===== src/rtl/core/gpdr_pkg.sv =====
`default_nettype none

package gpdr_pkg;

  localparam int unsigned FieldBits = 8;
  localparam int unsigned ModBits   = FieldBits + 1;
  localparam int unsigned IdxBits   = 5;

  typedef enum logic [1:0] {
    ST_OK       = 2'd0,
    ST_DIV_ZERO = 2'd1,
    ST_NOT_INV  = 2'd2,
    ST_OVERFLOW = 2'd3
  } status_e;

  typedef enum logic [3:0] {
    S_LOAD,
    S_CHECK,
    S_INV,
    S_QRD,
    S_QST,
    S_QMUL,
    S_RRD,
    S_RST,
    S_RMUL,
    S_ORD,
    S_OUT
  } state_e;

  typedef struct packed {
    logic [FieldBits-1:0] dividend_coeff;
    logic [FieldBits-1:0] divisor_coeff;
    logic                 last;
  } in_beat_t;

  typedef struct packed {
    logic [IdxBits-1:0]   coeff_index;
    logic [FieldBits-1:0] quot_coeff;
    logic [FieldBits-1:0] rem_coeff;
    status_e              status;
    logic                 last_out;
  } out_beat_t;

  // Shifts one bit into a reduced residue and reduces it again.
  function automatic logic [ModBits-1:0] red_shift(input logic [ModBits-1:0] r,
                                                   input logic               b,
                                                   input logic [ModBits-1:0] m,
                                                   input logic [ModBits-1:0] mtop);
    logic [ModBits-1:0] t;
    t = {r[FieldBits-1:0], b};
    if ((t & mtop) != '0) begin
      t = t ^ m;
    end
    return t;
  endfunction

  function automatic logic [ModBits-1:0] top_bit(input logic [ModBits-1:0] m);
    logic [ModBits-1:0] t;
    t = '0;
    for (int i = 0; i < ModBits; i++) begin
      if (m[i]) begin
        t = '0;
        t[i] = 1'b1;
      end
    end
    return t;
  endfunction

  function automatic logic [FieldBits-1:0] reduce(input logic [FieldBits-1:0] x,
                                                  input logic [ModBits-1:0]   m,
                                                  input logic [ModBits-1:0]   mtop);
    logic [ModBits-1:0] r;
    r = '0;
    for (int i = FieldBits - 1; i >= 0; i--) begin
      r = red_shift(r, x[i], m, mtop);
    end
    if (m == '0) begin
      r = '0;
    end
    return r[FieldBits-1:0];
  endfunction

endpackage

`default_nettype wire


===== src/rtl/core/gpdr_ram.sv =====
`default_nettype none

module gpdr_ram #(
  parameter int unsigned Width = 8,
  parameter int unsigned Depth = 32
) (
  input  wire logic                     clk_i,
  input  wire logic                     we_i,
  input  wire logic [$clog2(Depth)-1:0] waddr_i,
  input  wire logic [Width-1:0]         wdata_i,
  input  wire logic [$clog2(Depth)-1:0] raddr_i,
  output logic      [Width-1:0]         rdata_o
);

  logic [Width-1:0] mem_q [Depth];

  always_ff @(posedge clk_i) begin
    if (we_i) begin
      mem_q[waddr_i] <= wdata_i;
    end
    rdata_o <= mem_q[raddr_i];
  end

endmodule

`default_nettype wire


===== src/rtl/core/gpdr_mul.sv =====
`default_nettype none

module gpdr_mul
  import gpdr_pkg::*;
(
  input  wire logic                 clk_i,
  input  wire logic                 rst_ni,
  input  wire logic                 start_i,
  input  wire logic [FieldBits-1:0] a_i,
  input  wire logic [FieldBits-1:0] b_i,
  input  wire logic [ModBits-1:0]   mod_i,
  input  wire logic [ModBits-1:0]   mtop_i,
  output logic                      busy_o,
  output logic                      done_o,
  output logic      [FieldBits-1:0] prod_o
);

  localparam int unsigned CntW = $clog2(FieldBits + 1);

  logic [CntW-1:0]      cnt_q;
  logic                 done_q;
  logic [FieldBits-1:0] a_q, b_q;
  logic [ModBits-1:0]   p_q, p_d;

  assign busy_o = (cnt_q != '0);
  assign done_o = done_q;
  assign prod_o = p_q[FieldBits-1:0];

  always_comb begin
    p_d = red_shift(p_q, 1'b0, mod_i, mtop_i);
    if (b_q[FieldBits-1]) begin
      p_d = p_d ^ {1'b0, a_q};
    end
  end

  always_ff @(posedge clk_i or negedge rst_ni) begin
    if (!rst_ni) begin
      cnt_q  <= '0;
      done_q <= 1'b0;
    end else begin
      done_q <= busy_o && (cnt_q == CntW'(1));
      if (start_i) begin
        cnt_q <= CntW'(FieldBits);
      end else if (busy_o) begin
        cnt_q <= cnt_q - CntW'(1);
      end
    end
  end

  always_ff @(posedge clk_i) begin
    if (start_i) begin
      a_q <= a_i;
      b_q <= b_i;
      p_q <= '0;
    end else if (busy_o) begin
      b_q <= {b_q[FieldBits-2:0], 1'b0};
      p_q <= p_d;
    end
  end

endmodule

`default_nettype wire


===== src/rtl/core/gf2m_poly_divide_rem_top.sv =====
// Polynomial division with remainder over GF(2^n), the field set by the modulus register.
// The input channel takes one beat per coefficient pair, lowest degree first; a beat with
// last set closes the operand set and starts the division. Beats beyond MAX_COEFFS are
// dropped and flag overflow.
// The configuration channel is always ready and writes the field modulus; it must be
// written only while the block is idle, which the block itself does not enforce.
// After the last beat the block checks degrees, searches the divisor leader's inverse and
// runs the long division on one shared bit-serial multiplier.
// The inverse search costs up to 255 products; each quotient coefficient costs one
// product plus one product per divisor coefficient.
// Results then stream one beat per loaded index, each read from the stores before it is
// offered; while the receiver stalls the current beat is held and nothing else moves.
// Input is not taken from the last beat until the final result beat is accepted.
// Reset clears the control state and sets the modulus to 0x11D; stores need no clearing.
`default_nettype none

module gf2m_poly_divide_rem_top
  import gpdr_pkg::*;
#(
  parameter int unsigned MAX_COEFFS = 32
) (
  input  wire logic                 clk_i,
  input  wire logic                 rst_ni,
  input  wire logic                 in_valid_i,
  output logic                      in_ready_o,
  input  wire in_beat_t             in_data_i,
  output logic                      out_valid_o,
  input  wire logic                 out_ready_i,
  output out_beat_t                 out_data_o,
  input  wire logic                 cfg_valid_i,
  output logic                      cfg_ready_o,
  input  wire logic [ModBits-1:0]   cfg_data_i
);

  localparam int unsigned IW = $clog2(MAX_COEFFS);
  localparam int unsigned CW = $clog2(MAX_COEFFS + 1);

  state_e               state_q, state_d;
  logic [ModBits-1:0]   mod_q, mtop_q;
  logic [CW-1:0]        cnt_q;
  logic                 ovf_q, dval_q, vval_q, divided_q;
  logic [IW-1:0]        ddeg_q, vdeg_q, shift_q, i_q, k_q;
  logic [FieldBits-1:0] vlead_q, qmul_q, remv_q;
  logic [ModBits-1:0]   cand_q;
  status_e              status_q;

  logic                 in_fire, store_en, mul_start, mul_busy, mul_done, found, fail, bad;
  logic [FieldBits-1:0] dv, vs, mul_a, mul_b, prod, rem_rd, div_rd, quot_rd;
  logic                 rem_we, quot_we;
  logic [IW-1:0]        rem_waddr, rem_raddr, qdeg;
  logic [FieldBits-1:0] rem_wdata;
  logic [IW+IdxBits-1:0] k_ext;

  assign cfg_ready_o = 1'b1;
  assign in_fire  = in_valid_i && in_ready_o;
  assign store_en = in_fire && (cnt_q < CW'(MAX_COEFFS));
  assign dv = reduce(in_data_i.dividend_coeff, mod_q, mtop_q);
  assign vs = reduce(in_data_i.divisor_coeff, mod_q, mtop_q);
  assign found = mul_done && (prod == FieldBits'(1));
  assign fail  = mul_done && !found && ((cand_q + ModBits'(1)) == mtop_q);
  assign qdeg  = ddeg_q - vdeg_q;
  assign bad   = (status_q == ST_DIV_ZERO) || (status_q == ST_NOT_INV);

  always_comb begin
    state_d = state_q;
    case (state_q)
      S_LOAD:  if (in_fire && in_data_i.last) state_d = S_CHECK;
      S_CHECK: begin
        if (!vval_q || !dval_q || (ddeg_q < vdeg_q)) state_d = S_ORD;
        else state_d = S_INV;
      end
      S_INV: begin
        if (found) state_d = S_QRD;
        else if (fail) state_d = S_ORD;
      end
      S_QRD:   state_d = S_QST;
      S_QST:   state_d = S_QMUL;
      S_QMUL:  if (mul_done) state_d = S_RRD;
      S_RRD:   state_d = S_RST;
      S_RST:   state_d = S_RMUL;
      S_RMUL: begin
        if (mul_done) begin
          if (i_q != vdeg_q) state_d = S_RRD;
          else if (shift_q == '0) state_d = S_ORD;
          else state_d = S_QRD;
        end
      end
      S_ORD:   state_d = S_OUT;
      S_OUT: begin
        if (out_ready_i) state_d = out_data_o.last_out ? S_LOAD : S_ORD;
      end
      default: state_d = S_LOAD;
    endcase
  end

  always_comb begin
    in_ready_o  = (state_q == S_LOAD);
    out_valid_o = (state_q == S_OUT);
    mul_start   = 1'b0;
    mul_a       = vlead_q;
    mul_b       = FieldBits'(1);
    rem_we      = store_en;
    rem_waddr   = cnt_q[IW-1:0];
    rem_wdata   = dv;
    rem_raddr   = k_q;
    quot_we     = 1'b0;
    case (state_q)
      S_CHECK: mul_start = vval_q && dval_q && (ddeg_q >= vdeg_q);
      S_INV: begin
        mul_start = mul_done && !found && !fail;
        mul_b     = cand_q[FieldBits-1:0] + FieldBits'(1);
      end
      S_QRD:   rem_raddr = shift_q + vdeg_q;
      S_QST: begin
        mul_start = 1'b1;
        mul_a     = rem_rd;
        mul_b     = cand_q[FieldBits-1:0];
      end
      S_QMUL:  quot_we = mul_done;
      S_RRD:   rem_raddr = shift_q + i_q;
      S_RST: begin
        mul_start = 1'b1;
        mul_a     = qmul_q;
        mul_b     = div_rd;
      end
      S_RMUL: begin
        rem_we    = mul_done;
        rem_waddr = shift_q + i_q;
        rem_wdata = remv_q ^ prod;
      end
      default: ;
    endcase
  end

  always_ff @(posedge clk_i or negedge rst_ni) begin
    if (!rst_ni) begin
      state_q   <= S_LOAD;
      mod_q     <= ModBits'(285);
      mtop_q    <= top_bit(ModBits'(285));
      cnt_q     <= '0;
      ovf_q     <= 1'b0;
      dval_q    <= 1'b0;
      vval_q    <= 1'b0;
      divided_q <= 1'b0;
      status_q  <= ST_OK;
    end else begin
      state_q <= state_d;
      if (cfg_valid_i) begin
        mod_q  <= cfg_data_i;
        mtop_q <= top_bit(cfg_data_i);
      end
      case (state_q)
        S_LOAD: begin
          divided_q <= 1'b0;
          if (store_en) begin
            cnt_q <= cnt_q + CW'(1);
            if (dv != '0) dval_q <= 1'b1;
            if (vs != '0) vval_q <= 1'b1;
          end else if (in_fire) begin
            ovf_q <= 1'b1;
          end
        end
        S_CHECK: status_q <= !vval_q ? ST_DIV_ZERO : (ovf_q ? ST_OVERFLOW : ST_OK);
        S_INV: begin
          if (found) divided_q <= 1'b1;
          if (fail) status_q <= ST_NOT_INV;
        end
        S_OUT: begin
          if (out_ready_i && out_data_o.last_out) begin
            cnt_q  <= '0;
            ovf_q  <= 1'b0;
            dval_q <= 1'b0;
            vval_q <= 1'b0;
          end
        end
        default: ;
      endcase
    end
  end

  always_ff @(posedge clk_i) begin
    case (state_q)
      S_LOAD: begin
        if (store_en && (dv != '0)) ddeg_q <= cnt_q[IW-1:0];
        if (store_en && (vs != '0)) begin
          vdeg_q  <= cnt_q[IW-1:0];
          vlead_q <= vs;
        end
      end
      S_CHECK: begin
        cand_q  <= ModBits'(1);
        shift_q <= qdeg;
        k_q     <= '0;
      end
      S_INV:  if (mul_done && !found) cand_q <= cand_q + ModBits'(1);
      S_QMUL: begin
        qmul_q <= prod;
        i_q    <= '0;
      end
      S_RST:  remv_q <= rem_rd;
      S_RMUL: begin
        if (mul_done) begin
          i_q <= i_q + IW'(1);
          if (i_q == vdeg_q) begin
            shift_q <= shift_q - IW'(1);
          end
        end
      end
      S_OUT:  if (out_ready_i) k_q <= k_q + IW'(1);
      default: ;
    endcase
  end

  gpdr_ram #(.Width(FieldBits), .Depth(MAX_COEFFS)) u_rem_ram (
    .clk_i   (clk_i),
    .we_i    (rem_we),
    .waddr_i (rem_waddr),
    .wdata_i (rem_wdata),
    .raddr_i (rem_raddr),
    .rdata_o (rem_rd)
  );

  gpdr_ram #(.Width(FieldBits), .Depth(MAX_COEFFS)) u_div_ram (
    .clk_i   (clk_i),
    .we_i    (store_en),
    .waddr_i (cnt_q[IW-1:0]),
    .wdata_i (vs),
    .raddr_i (i_q),
    .rdata_o (div_rd)
  );

  gpdr_ram #(.Width(FieldBits), .Depth(MAX_COEFFS)) u_quot_ram (
    .clk_i   (clk_i),
    .we_i    (quot_we),
    .waddr_i (shift_q),
    .wdata_i (prod),
    .raddr_i (k_q),
    .rdata_o (quot_rd)
  );

  gpdr_mul u_mul (
    .clk_i   (clk_i),
    .rst_ni  (rst_ni),
    .start_i (mul_start),
    .a_i     (mul_a),
    .b_i     (mul_b),
    .mod_i   (mod_q),
    .mtop_i  (mtop_q),
    .busy_o  (mul_busy),
    .done_o  (mul_done),
    .prod_o  (prod)
  );

  assign k_ext = {{IdxBits{1'b0}}, k_q};

  always_comb begin
    out_data_o.coeff_index = k_ext[IdxBits-1:0];
    out_data_o.quot_coeff  = (!bad && divided_q && (k_q <= qdeg)) ? quot_rd : '0;
    out_data_o.rem_coeff   = bad ? '0 : rem_rd;
    out_data_o.status      = status_q;
    out_data_o.last_out    = ((CW'(k_q) + CW'(1)) == cnt_q);
  end

  a_no_overlap: assert property (@(posedge clk_i) disable iff (!rst_ni)
    in_ready_o |-> !out_valid_o)
    else $error("input and result channels active together");

  a_mul_idle: assert property (@(posedge clk_i) disable iff (!rst_ni)
    mul_start |-> !mul_busy)
    else $error("multiplier started while busy");

  a_last_closes: assert property (@(posedge clk_i) disable iff (!rst_ni)
    (in_fire && in_data_i.last) |=> !in_ready_o)
    else $error("input taken after closing beat");

  a_bad_zero: assert property (@(posedge clk_i) disable iff (!rst_ni)
    (out_valid_o && bad) |-> (out_data_o.quot_coeff == '0 && out_data_o.rem_coeff == '0))
    else $error("error beat carries coefficients");

endmodule

`default_nettype wire


===== config.mk =====
export PLATFORM = sky130hd
export DESIGN_NAME = gf2m_poly_divide_rem_top
export DESIGN_NICKNAME = d
export VERILOG_FILES = /design/src/rtl/core/gpdr_pkg.sv /design/src/rtl/core/gpdr_ram.sv /design/src/rtl/core/gpdr_mul.sv /design/src/rtl/core/gf2m_poly_divide_rem_top.sv
export SDC_FILE = /design/constraint.sdc
export NUM_CORES = 1
export LEC_CHECK = 0
export BUFFER_PORTS_ARGS = -buffer_cell sky130_fd_sc_hd__buf_2
export CORE_MARGIN = 2
export CORE_UTILIZATION = 40
export DETAILED_ROUTE_END_ITERATION = 12
export PLACE_DENSITY = 0.64
export SKIP_CTS_REPAIR_TIMING = 1
export SLEW_MARGIN = 20
export SYNTH_ARGS = -nofsm -noshare
export SYNTH_HDL_FRONTEND = slang
export SYNTH_SLANG_ARGS = --single-unit

===== constraint.sdc =====
create_clock -name clk_i -period 8.6 [get_ports clk_i]
set_clock_uncertainty 0.1 [all_clocks]
set_input_delay 1.29 -clock clk_i [delete_from_list [all_inputs] [get_ports clk_i]]
set_output_delay 1.29 -clock clk_i [all_outputs]
set_load 0.01 [all_outputs]

# After elaboration in Yosys (flattened, before gate mapping)
# Memories as Yosys holds them, arrays and structs flattened. A register that Yosys moved wholly into a read port is not among the register bits.
# Index checks and enable logic that the tools add are counted.
[word_totals]
n_memories = 3
inputBits = 31
reg_bits = 121
ram_bits = 768
[memory_table]
columns = ["memory", "depth", "word_bits", "read_ports", "rd_ports_with_merged_regs", "write_ports", "line", "text"]
rows = [
  ["u_div_ram.mem_q", 32, 8, 1, 1, 1, "gpdr_ram.sv:15", "logic [Width-1:0] mem_q [Depth];"],
  ["u_quot_ram.mem_q", 32, 8, 1, 1, 1, "gpdr_ram.sv:15", ""],
  ["u_rem_ram.mem_q", 32, 8, 1, 1, 1, "gpdr_ram.sv:15", ""],
]
[op_classes]
addsub = 11
bitwise_logic = 36
n_lt_le_gt_ge = 4
mux = 88
n_eq_ne = 33
reduce_logical = 67
[ops]
columns = ["cell", "n"]
rows = [
  ["$mux W8", 25],
  ["$reduce_bool A9 Y1", 17],
  ["$xor A8 B8 Y8", 17],
  ["$and A9 B9 Y9", 15],
  ["$mux W9", 9],
  ["$mux W4", 12],
  ["$pmux W4 S11", 1],
  ["$pmux W5 S2", 4],
  ["$mux W5", 5],
  ["$pmux W8 S3", 1],
  ["$and A1 B9 Y9", 2],
  ["$ne A2 B1 Y1 const B", 9],
  ["$pmux W9 S2", 1],
  ["$mux W1", 17],
  ["$eq A4 B3 Y1 const B", 4],
  ["$pmux W8 S2", 1],
  ["$reduce_bool A8 Y1", 2],
  ["$xor A1 B8 Y8", 2],
  ["$logic_and A1 B1 Y1", 15],
  ["$reduce_and A2 Y1", 7],
  ["$reduce_bool A2 Y1", 7],
  ["$eq A4 B4 Y1 const B", 3],
  ["$mux W6", 2],
  ["$pmux W6 S2", 1],
  ["other kinds (38)", 60],
]

# Longest topological paths before layout
[depth]
depth_word = 29
depth_mapped = 29

# Cells and area by module
# A second synthesis with hierarchy kept.
[hier_totals]
hier_cells = 2968
area_unflattened_um2 = 43593.1
[by_module_without_submodules]
columns = ["module", "seq_area_each_um2", "area_per_inst_um2", "instances", "cells_each"]
rows = [
  ["gpdr_ram", 7847.5, 10053.4, 3, 417],
  ["gf2m_poly_divide_rem_top", 2573.7, 11935.2, 1, 1586],
  ["gpdr_mul", 765.7, 1497.7, 1, 131],
]

# Least setup slack after synthesis
# Ideal clock, no wire load.
[synth_timing]
path_type = "input to register"
from = "input port in_data_i[8] in the netlist's numbering"
to = "register vdeg_q[0], enable pin"
arrival_time_ns = 7.774
stages = 25
setup_ns = 0.365
required_time_ns = 8.135
path_buffers = 5
slack_ns = 0.361
path_cell_list = "buf_2 and2_1 buf_4 a21oi_1 o32ai_1 o211a_1 buf_2 o21ai_0 or4_1 nor4_1 o22ai_1 clkbuf_1 nor3b_1 o211ai_1 a211oi_1 o211ai_1 a222oi_1 buf_2 a31oi_1 xnor2_1 a2111oi_2 a21oi_1 xnor2_1 nor2_1 o31a_1"
[synth_between]
elab_chain_cells = 28
word_cells_on_any_way = 36
classes_between = "9 x mux; 16 x bitwise; 11 x reduce/logical"
[synth_rtl]
columns = ["element", "line", "text"]
rows = [
  ["from (decl)", "gf2m_poly_divide_rem_top.sv:26", "input wire in_beat_t in_data_i,"],
  ["$and A1 B9 Y9", "gpdr_pkg.sv:51", "if ((t & mtop) != '0) begin"],
  ["$reduce_bool A9 Y1", "gpdr_pkg.sv:51", ""],
  ["$mux W8 *", "gpdr_pkg.sv:51", ""],
  ["$and A9 B9 Y9", "gpdr_pkg.sv:51", ""],
  ["$reduce_bool A9 Y1", "gpdr_pkg.sv:51", ""],
  ["$mux W8 *", "gpdr_pkg.sv:51", ""],
  ["$and A9 B9 Y9", "gpdr_pkg.sv:51", ""],
  ["$reduce_bool A9 Y1", "gpdr_pkg.sv:51", ""],
  ["[... 13 more ...]", "n/a", ""],
  ["$and A9 B9 Y9", "gpdr_pkg.sv:51", ""],
  ["$reduce_bool A9 Y1", "gpdr_pkg.sv:51", ""],
  ["$mux W8 *", "gpdr_pkg.sv:51", ""],
  ["$mux W8 *", "gpdr_pkg.sv:77", "if (m == '0) begin"],
  ["net u_div_ram.wdata_i[4]", "gpdr_ram.sv:10", "input wire logic [Width-1:0] wdata_i,"],
  ["$reduce_bool A8 Y1 *", "gf2m_poly_divide_rem_top.sv:185", "if (store_en && (vs != '0)) begin"],
  ["$logic_and A1 B1 Y1 *", "gf2m_poly_divide_rem_top.sv:185", ""],
  ["$reduce_and A2 Y1 (no source line) *", "n/a", ""],
  ["to (signal assigned)", "gf2m_poly_divide_rem_top.sv:186", "vdeg_q <= cnt_q[IW-1:0];"],
  ["to (decl)", "gf2m_poly_divide_rem_top.sv:42", "logic [IW-1:0] ddeg_q, vdeg_q, shift_q, i_q, k_q;"],
]
# The timed path passes the listed nets; every way through them passes the cells marked *.
# A chain may end at the register's enable or synchronous reset.

# Worst setup path in the final report
[layout_timing]
from = "register mtop_q[0]"
to = "register vdeg_q[2], enable pin"
[layout_between]
elab_chain_cells = 28
word_cells_on_any_way = 35
classes_between = "9 x mux; 15 x bitwise; 11 x reduce/logical"
[layout_rtl]
columns = ["element", "line", "text"]
rows = [
  ["from (decl)", "gf2m_poly_divide_rem_top.sv:39", "logic [ModBits-1:0] mod_q, mtop_q;"],
  ["from (signal assigned)", "gf2m_poly_divide_rem_top.sv:139", "mtop_q <= top_bit(ModBits'(285));"],
  ["from (signal assigned)", "gf2m_poly_divide_rem_top.sv:150", "mtop_q <= top_bit(cfg_data_i);"],
  ["$and A1 B9 Y9", "gpdr_pkg.sv:51", ""],
  ["$reduce_bool A9 Y1", "gpdr_pkg.sv:51", ""],
  ["$mux W8", "gpdr_pkg.sv:51", ""],
  ["$and A9 B9 Y9", "gpdr_pkg.sv:51", ""],
  ["$reduce_bool A9 Y1", "gpdr_pkg.sv:51", ""],
  ["$mux W8", "gpdr_pkg.sv:51", ""],
  ["$and A9 B9 Y9", "gpdr_pkg.sv:51", ""],
  ["$reduce_bool A9 Y1", "gpdr_pkg.sv:51", ""],
  ["[... 12 more ...]", "n/a", ""],
  ["$mux W8", "gpdr_pkg.sv:51", ""],
  ["$and A9 B9 Y9", "gpdr_pkg.sv:51", ""],
  ["$reduce_bool A9 Y1", "gpdr_pkg.sv:51", ""],
  ["$mux W8 *", "gpdr_pkg.sv:51", ""],
  ["$mux W8 *", "gpdr_pkg.sv:77", ""],
  ["$reduce_bool A8 Y1 *", "gf2m_poly_divide_rem_top.sv:185", ""],
  ["$logic_and A1 B1 Y1 *", "gf2m_poly_divide_rem_top.sv:185", ""],
  ["$reduce_and A2 Y1 (no source line) *", "n/a", ""],
]
# Every way passes the cells marked *; elsewhere a longest branch is shown, timed or not.

==> metrics.md <==
| Metric | Value |
|---|---|
| Status | finished, final reports clean |
| Layout cell share with drive strength beyond 1 | 18.03% |
| Leak Pwr | 16.11 nW |
| Final Setup Violations | 0 |
| Antenna diode count | 0 |
| Most frequent cells in the layout | 842 x edfxtp_1, 346 x nand2_1, 237 x nor2_1 |
| Max-cap viol count | 0 |
| Vias in the first global route | 27330 |
| Worst Hold End | dval_q$_DFFE_PN0P_ |
| Worst-Margin Slew | 1119 ps |
| Commonest non-fill, non-tap cell in the layout | edfxtp_1 |
| # nets final | 3355 |
| Critical Path End Type | flop |
| Ys async rst share | 4.167% |
| YS warnings | 0 |
| Clk slew on worst S/H paths | 60 ps |
| Antenna Nets Post-Route | 0 |
| First-pass GRT wire length | 180.3 mm |
| I/O Buffers | 56 |
| Hold Crit Class | reg -> reg |
| Die Y | 332.7 um |
| Pwr dens | 296.1 nW/um2 |
| Core area | 107100 um2 |
| Io pins | 58 |
| Seq cells post-synth | 912 |
| DR top layer | met5 |
| Bufs on Longest Clock Path | 3 |
| Crit path kind | reg -> reg |
| CTS tree | yes |
| Area Growth Syn to Fin | 12.89% |
| Area of the mapped netlist | 43220 um2 |
| Worst rel slew slack | 25.12% |
| Final Hold Fails | 0 |
| Drt wl/cell | 25.68 um |
| Worst hold path cell count | 2 |
| Period minus WS final | 8258 ps |
| Syn Nets | 3252 |
| Synth top area share | 58.50% |
| Vias | 28710 |
| Aggregate global routing overflow | 0 |
| Cell row count | 120 |
| Starting Density | 40.37% |
| Post-synth EDFFs | 842 |
| Sequential share of the synthesized area | 62.20% |
| Worst Path Required | 8860 ps |
| Total GRT Usage | 21.62% |
| FF-to-FF setup slack | 340 ps |
| Post-synth top area cell | edfxtp_1 |
| Met2 WL | 54.27 mm |
| PnR Total Power | 14.44 mW |
| Wire length on met3 | 10.69 mm |
| Die area | 110700 um2 |
| Clock sink count | 912 |
| Worst-path maximum fanout | 21 |
| Root Driver | clkbuf_16 |
| Synthesized instance count | 3185 |
| Initial antenna violation count | 2 |
| Peak Freq | 121.1 MHz |
| RR Endpoint | vdeg_q[2]$_DFFE_PP_ |
| Reg2reg path depth | 25 |
| Final wirelength | 122.3 mm |
| Iter 0 DRT Violations | 3424 |
| Distinct cells, synth | 114 |
| Worst skew pair latency | 680 ps |
| CTS buffer count | 93 |
| R2r startpoint | mtop_q[0]$_DFFE_PN0P_ |
| Hold path startpoint | dval_q$_DFFE_PN0P_ |
| Peak VDD IR | 0.0002187 V |
| RSZ-0062 raised after global routing | no |
| Largest net degree at the start of global routing | 73 |
| Routed vias/inst | 6.026 |
| Drc violations | 0 |
| Type of origin of the critical path | flop |
| Drt pass-1 iters | 7 |
| Dominant cells by area after synthesis | edfxtp_1 59%, mux4_2 8.3%, nand2_1 3.0% |
| CTS H-tree lvls | 3 |
| Final period utilization | 96.02% |
| WL met1 | 52.90 mm |
| Fin util | 45.57% |
| HPWL after DPL | 78.30 mm |
| Avg Cell Area, Syn | 13.57 um2 |
| Main flop type after synthesis | edfxtp_1 |
| Width of the die | 332.7 um |
| Max-slew violation count | 0 |
| GP Congestion | 0.9743 |
| WP data arrival | 8520 ps |
| Final setup TNS | 0 ps |
==> worst max path at each step <==
stage | from | endpoint | slack [ps] | cells after the start
finish | mtop_q[0]$_DFFE_PN0P_ | vdeg_q[2]$_DFFE_PP_ | 340 | 25
global route | mtop_q[0]$_DFFE_PN0P_ | vdeg_q[2]$_DFFE_PP_ | 60 | 25
CTS | mod_q[0]$_DFFE_PN1P_ | u_div_ram.mem_q[29][3]$_DFFE_PP_ | 180 | 23
global placement | in_data_i[8] | u_div_ram.mem_q[30][3]$_DFFE_PP_ | -70 | 24
detailed placement | in_data_i[8] | u_div_ram.mem_q[23][3]$_DFFE_PP_ | -280 | 23
floorplan | in_data_i[8] | vdeg_q[0]$_DFFE_PP_ | 360 | 25
==> synthesized netlist by cell type (all sizes together) (55+ instances only) <==
| master | count |
|---|---|
| and2 | 96 |
| xnor2 | 111 |
| nor2 | 246 |
| a21oi | 111 |
| buf | 55 |
| o21ai | 90 |
| edfxtp | 842 |
| xor2 | 62 |
| a211oi | 96 |
| mux4 | 160 |
| nand2 | 350 |
| a31oi | 64 |
| clkbuf | 150 |
==> kinds of logic after synthesis <==
group           synth area share [%]
other cells                 0.008676
simple gates                   9.979
fa+ha+maj                      1.094
buf+inv                        2.391
mux                            9.356
compound gates                 11.26
xor+xnor                       3.714
flops                          62.20
==> registers in the layout, summed over array words and instances, names as in the netlist, 5 cells and up <==
name                count
u_rem_ram.rdata_o       8
u_mul.a_q               8
mod_q                   9
u_quot_ram.rdata_o      8
qmul_q                  8
u_rem_ram.mem_q       256
k_q                     5
cnt_q                   6
vlead_q                 8
u_div_ram.mem_q       256
cand_q                  9
u_mul.b_q               8
remv_q                  8
ddeg_q                  5
u_div_ram.rdata_o       8
i_q                     5
shift_q                 5
vdeg_q                  5
u_quot_ram.mem_q      256
u_mul.p_q               8
mtop_q                  8
==> critical path, cell delays in order (launching register included) <==
cell       delay, ps
dfrtp_1          880
nand3_1          400
a22o_1           330
o32ai_1          360
o211a_1          540
nor4_1           100
a221o_1          290
or4_1            420
nor4_1           370
o22ai_1          190
buf_4            200
o21ai_0          240
xor2_1           230
o2111ai_1        240
buf_4            250
or3_1            400
nand2_1          100
xor2_1           290
xnor2_1          160
a2111oi_2        480
and2_0           320
buf_4            170
a21oi_1           40
o311ai_1         440
o31a_1           240
buf_12           160
==> layer usage <==
metal  vias up  GRT usage, %
met3       278         3.498
met1     14470         31.71
li1      12600             -
met5         -             0
met4         2         8.172
met2      1362         32.31
==> stage by stage <==
stage          hold WS (ps)  instances  worst slack (ps)  area, um2
2_1_floorplan         322.8       3185             360.9      43220
3_3_place_gp          391.9       4596            -70.75      45730
3_5_place_dp          396.9       4596            -281.9      45730
4_1_cts               422.4       4764             178.7      48760
5_1_grt               426.3       4764             58.55      48790
6_report              419.8       4764             341.9      48790
==> area by class of cell <==
cell class	count	area (um2)
fillers	9398	58260
clock buffers	123	2544
multi-input cells	2021	15470
clock inverters	45	478.0
well taps	1403	1755
repair buffers	213	1484
flip-flops and latches	912	26880
inverters	47	176.4
==> power breakdown <==
part	internal, mW	switching (mW)	leakage (nW)
sequential	5.87	0.272	8.36
clock	2.30	1.70	1.48
combinational	1.43	2.88	6.27
Note: power is estimated with default switching activity, not from simulation.
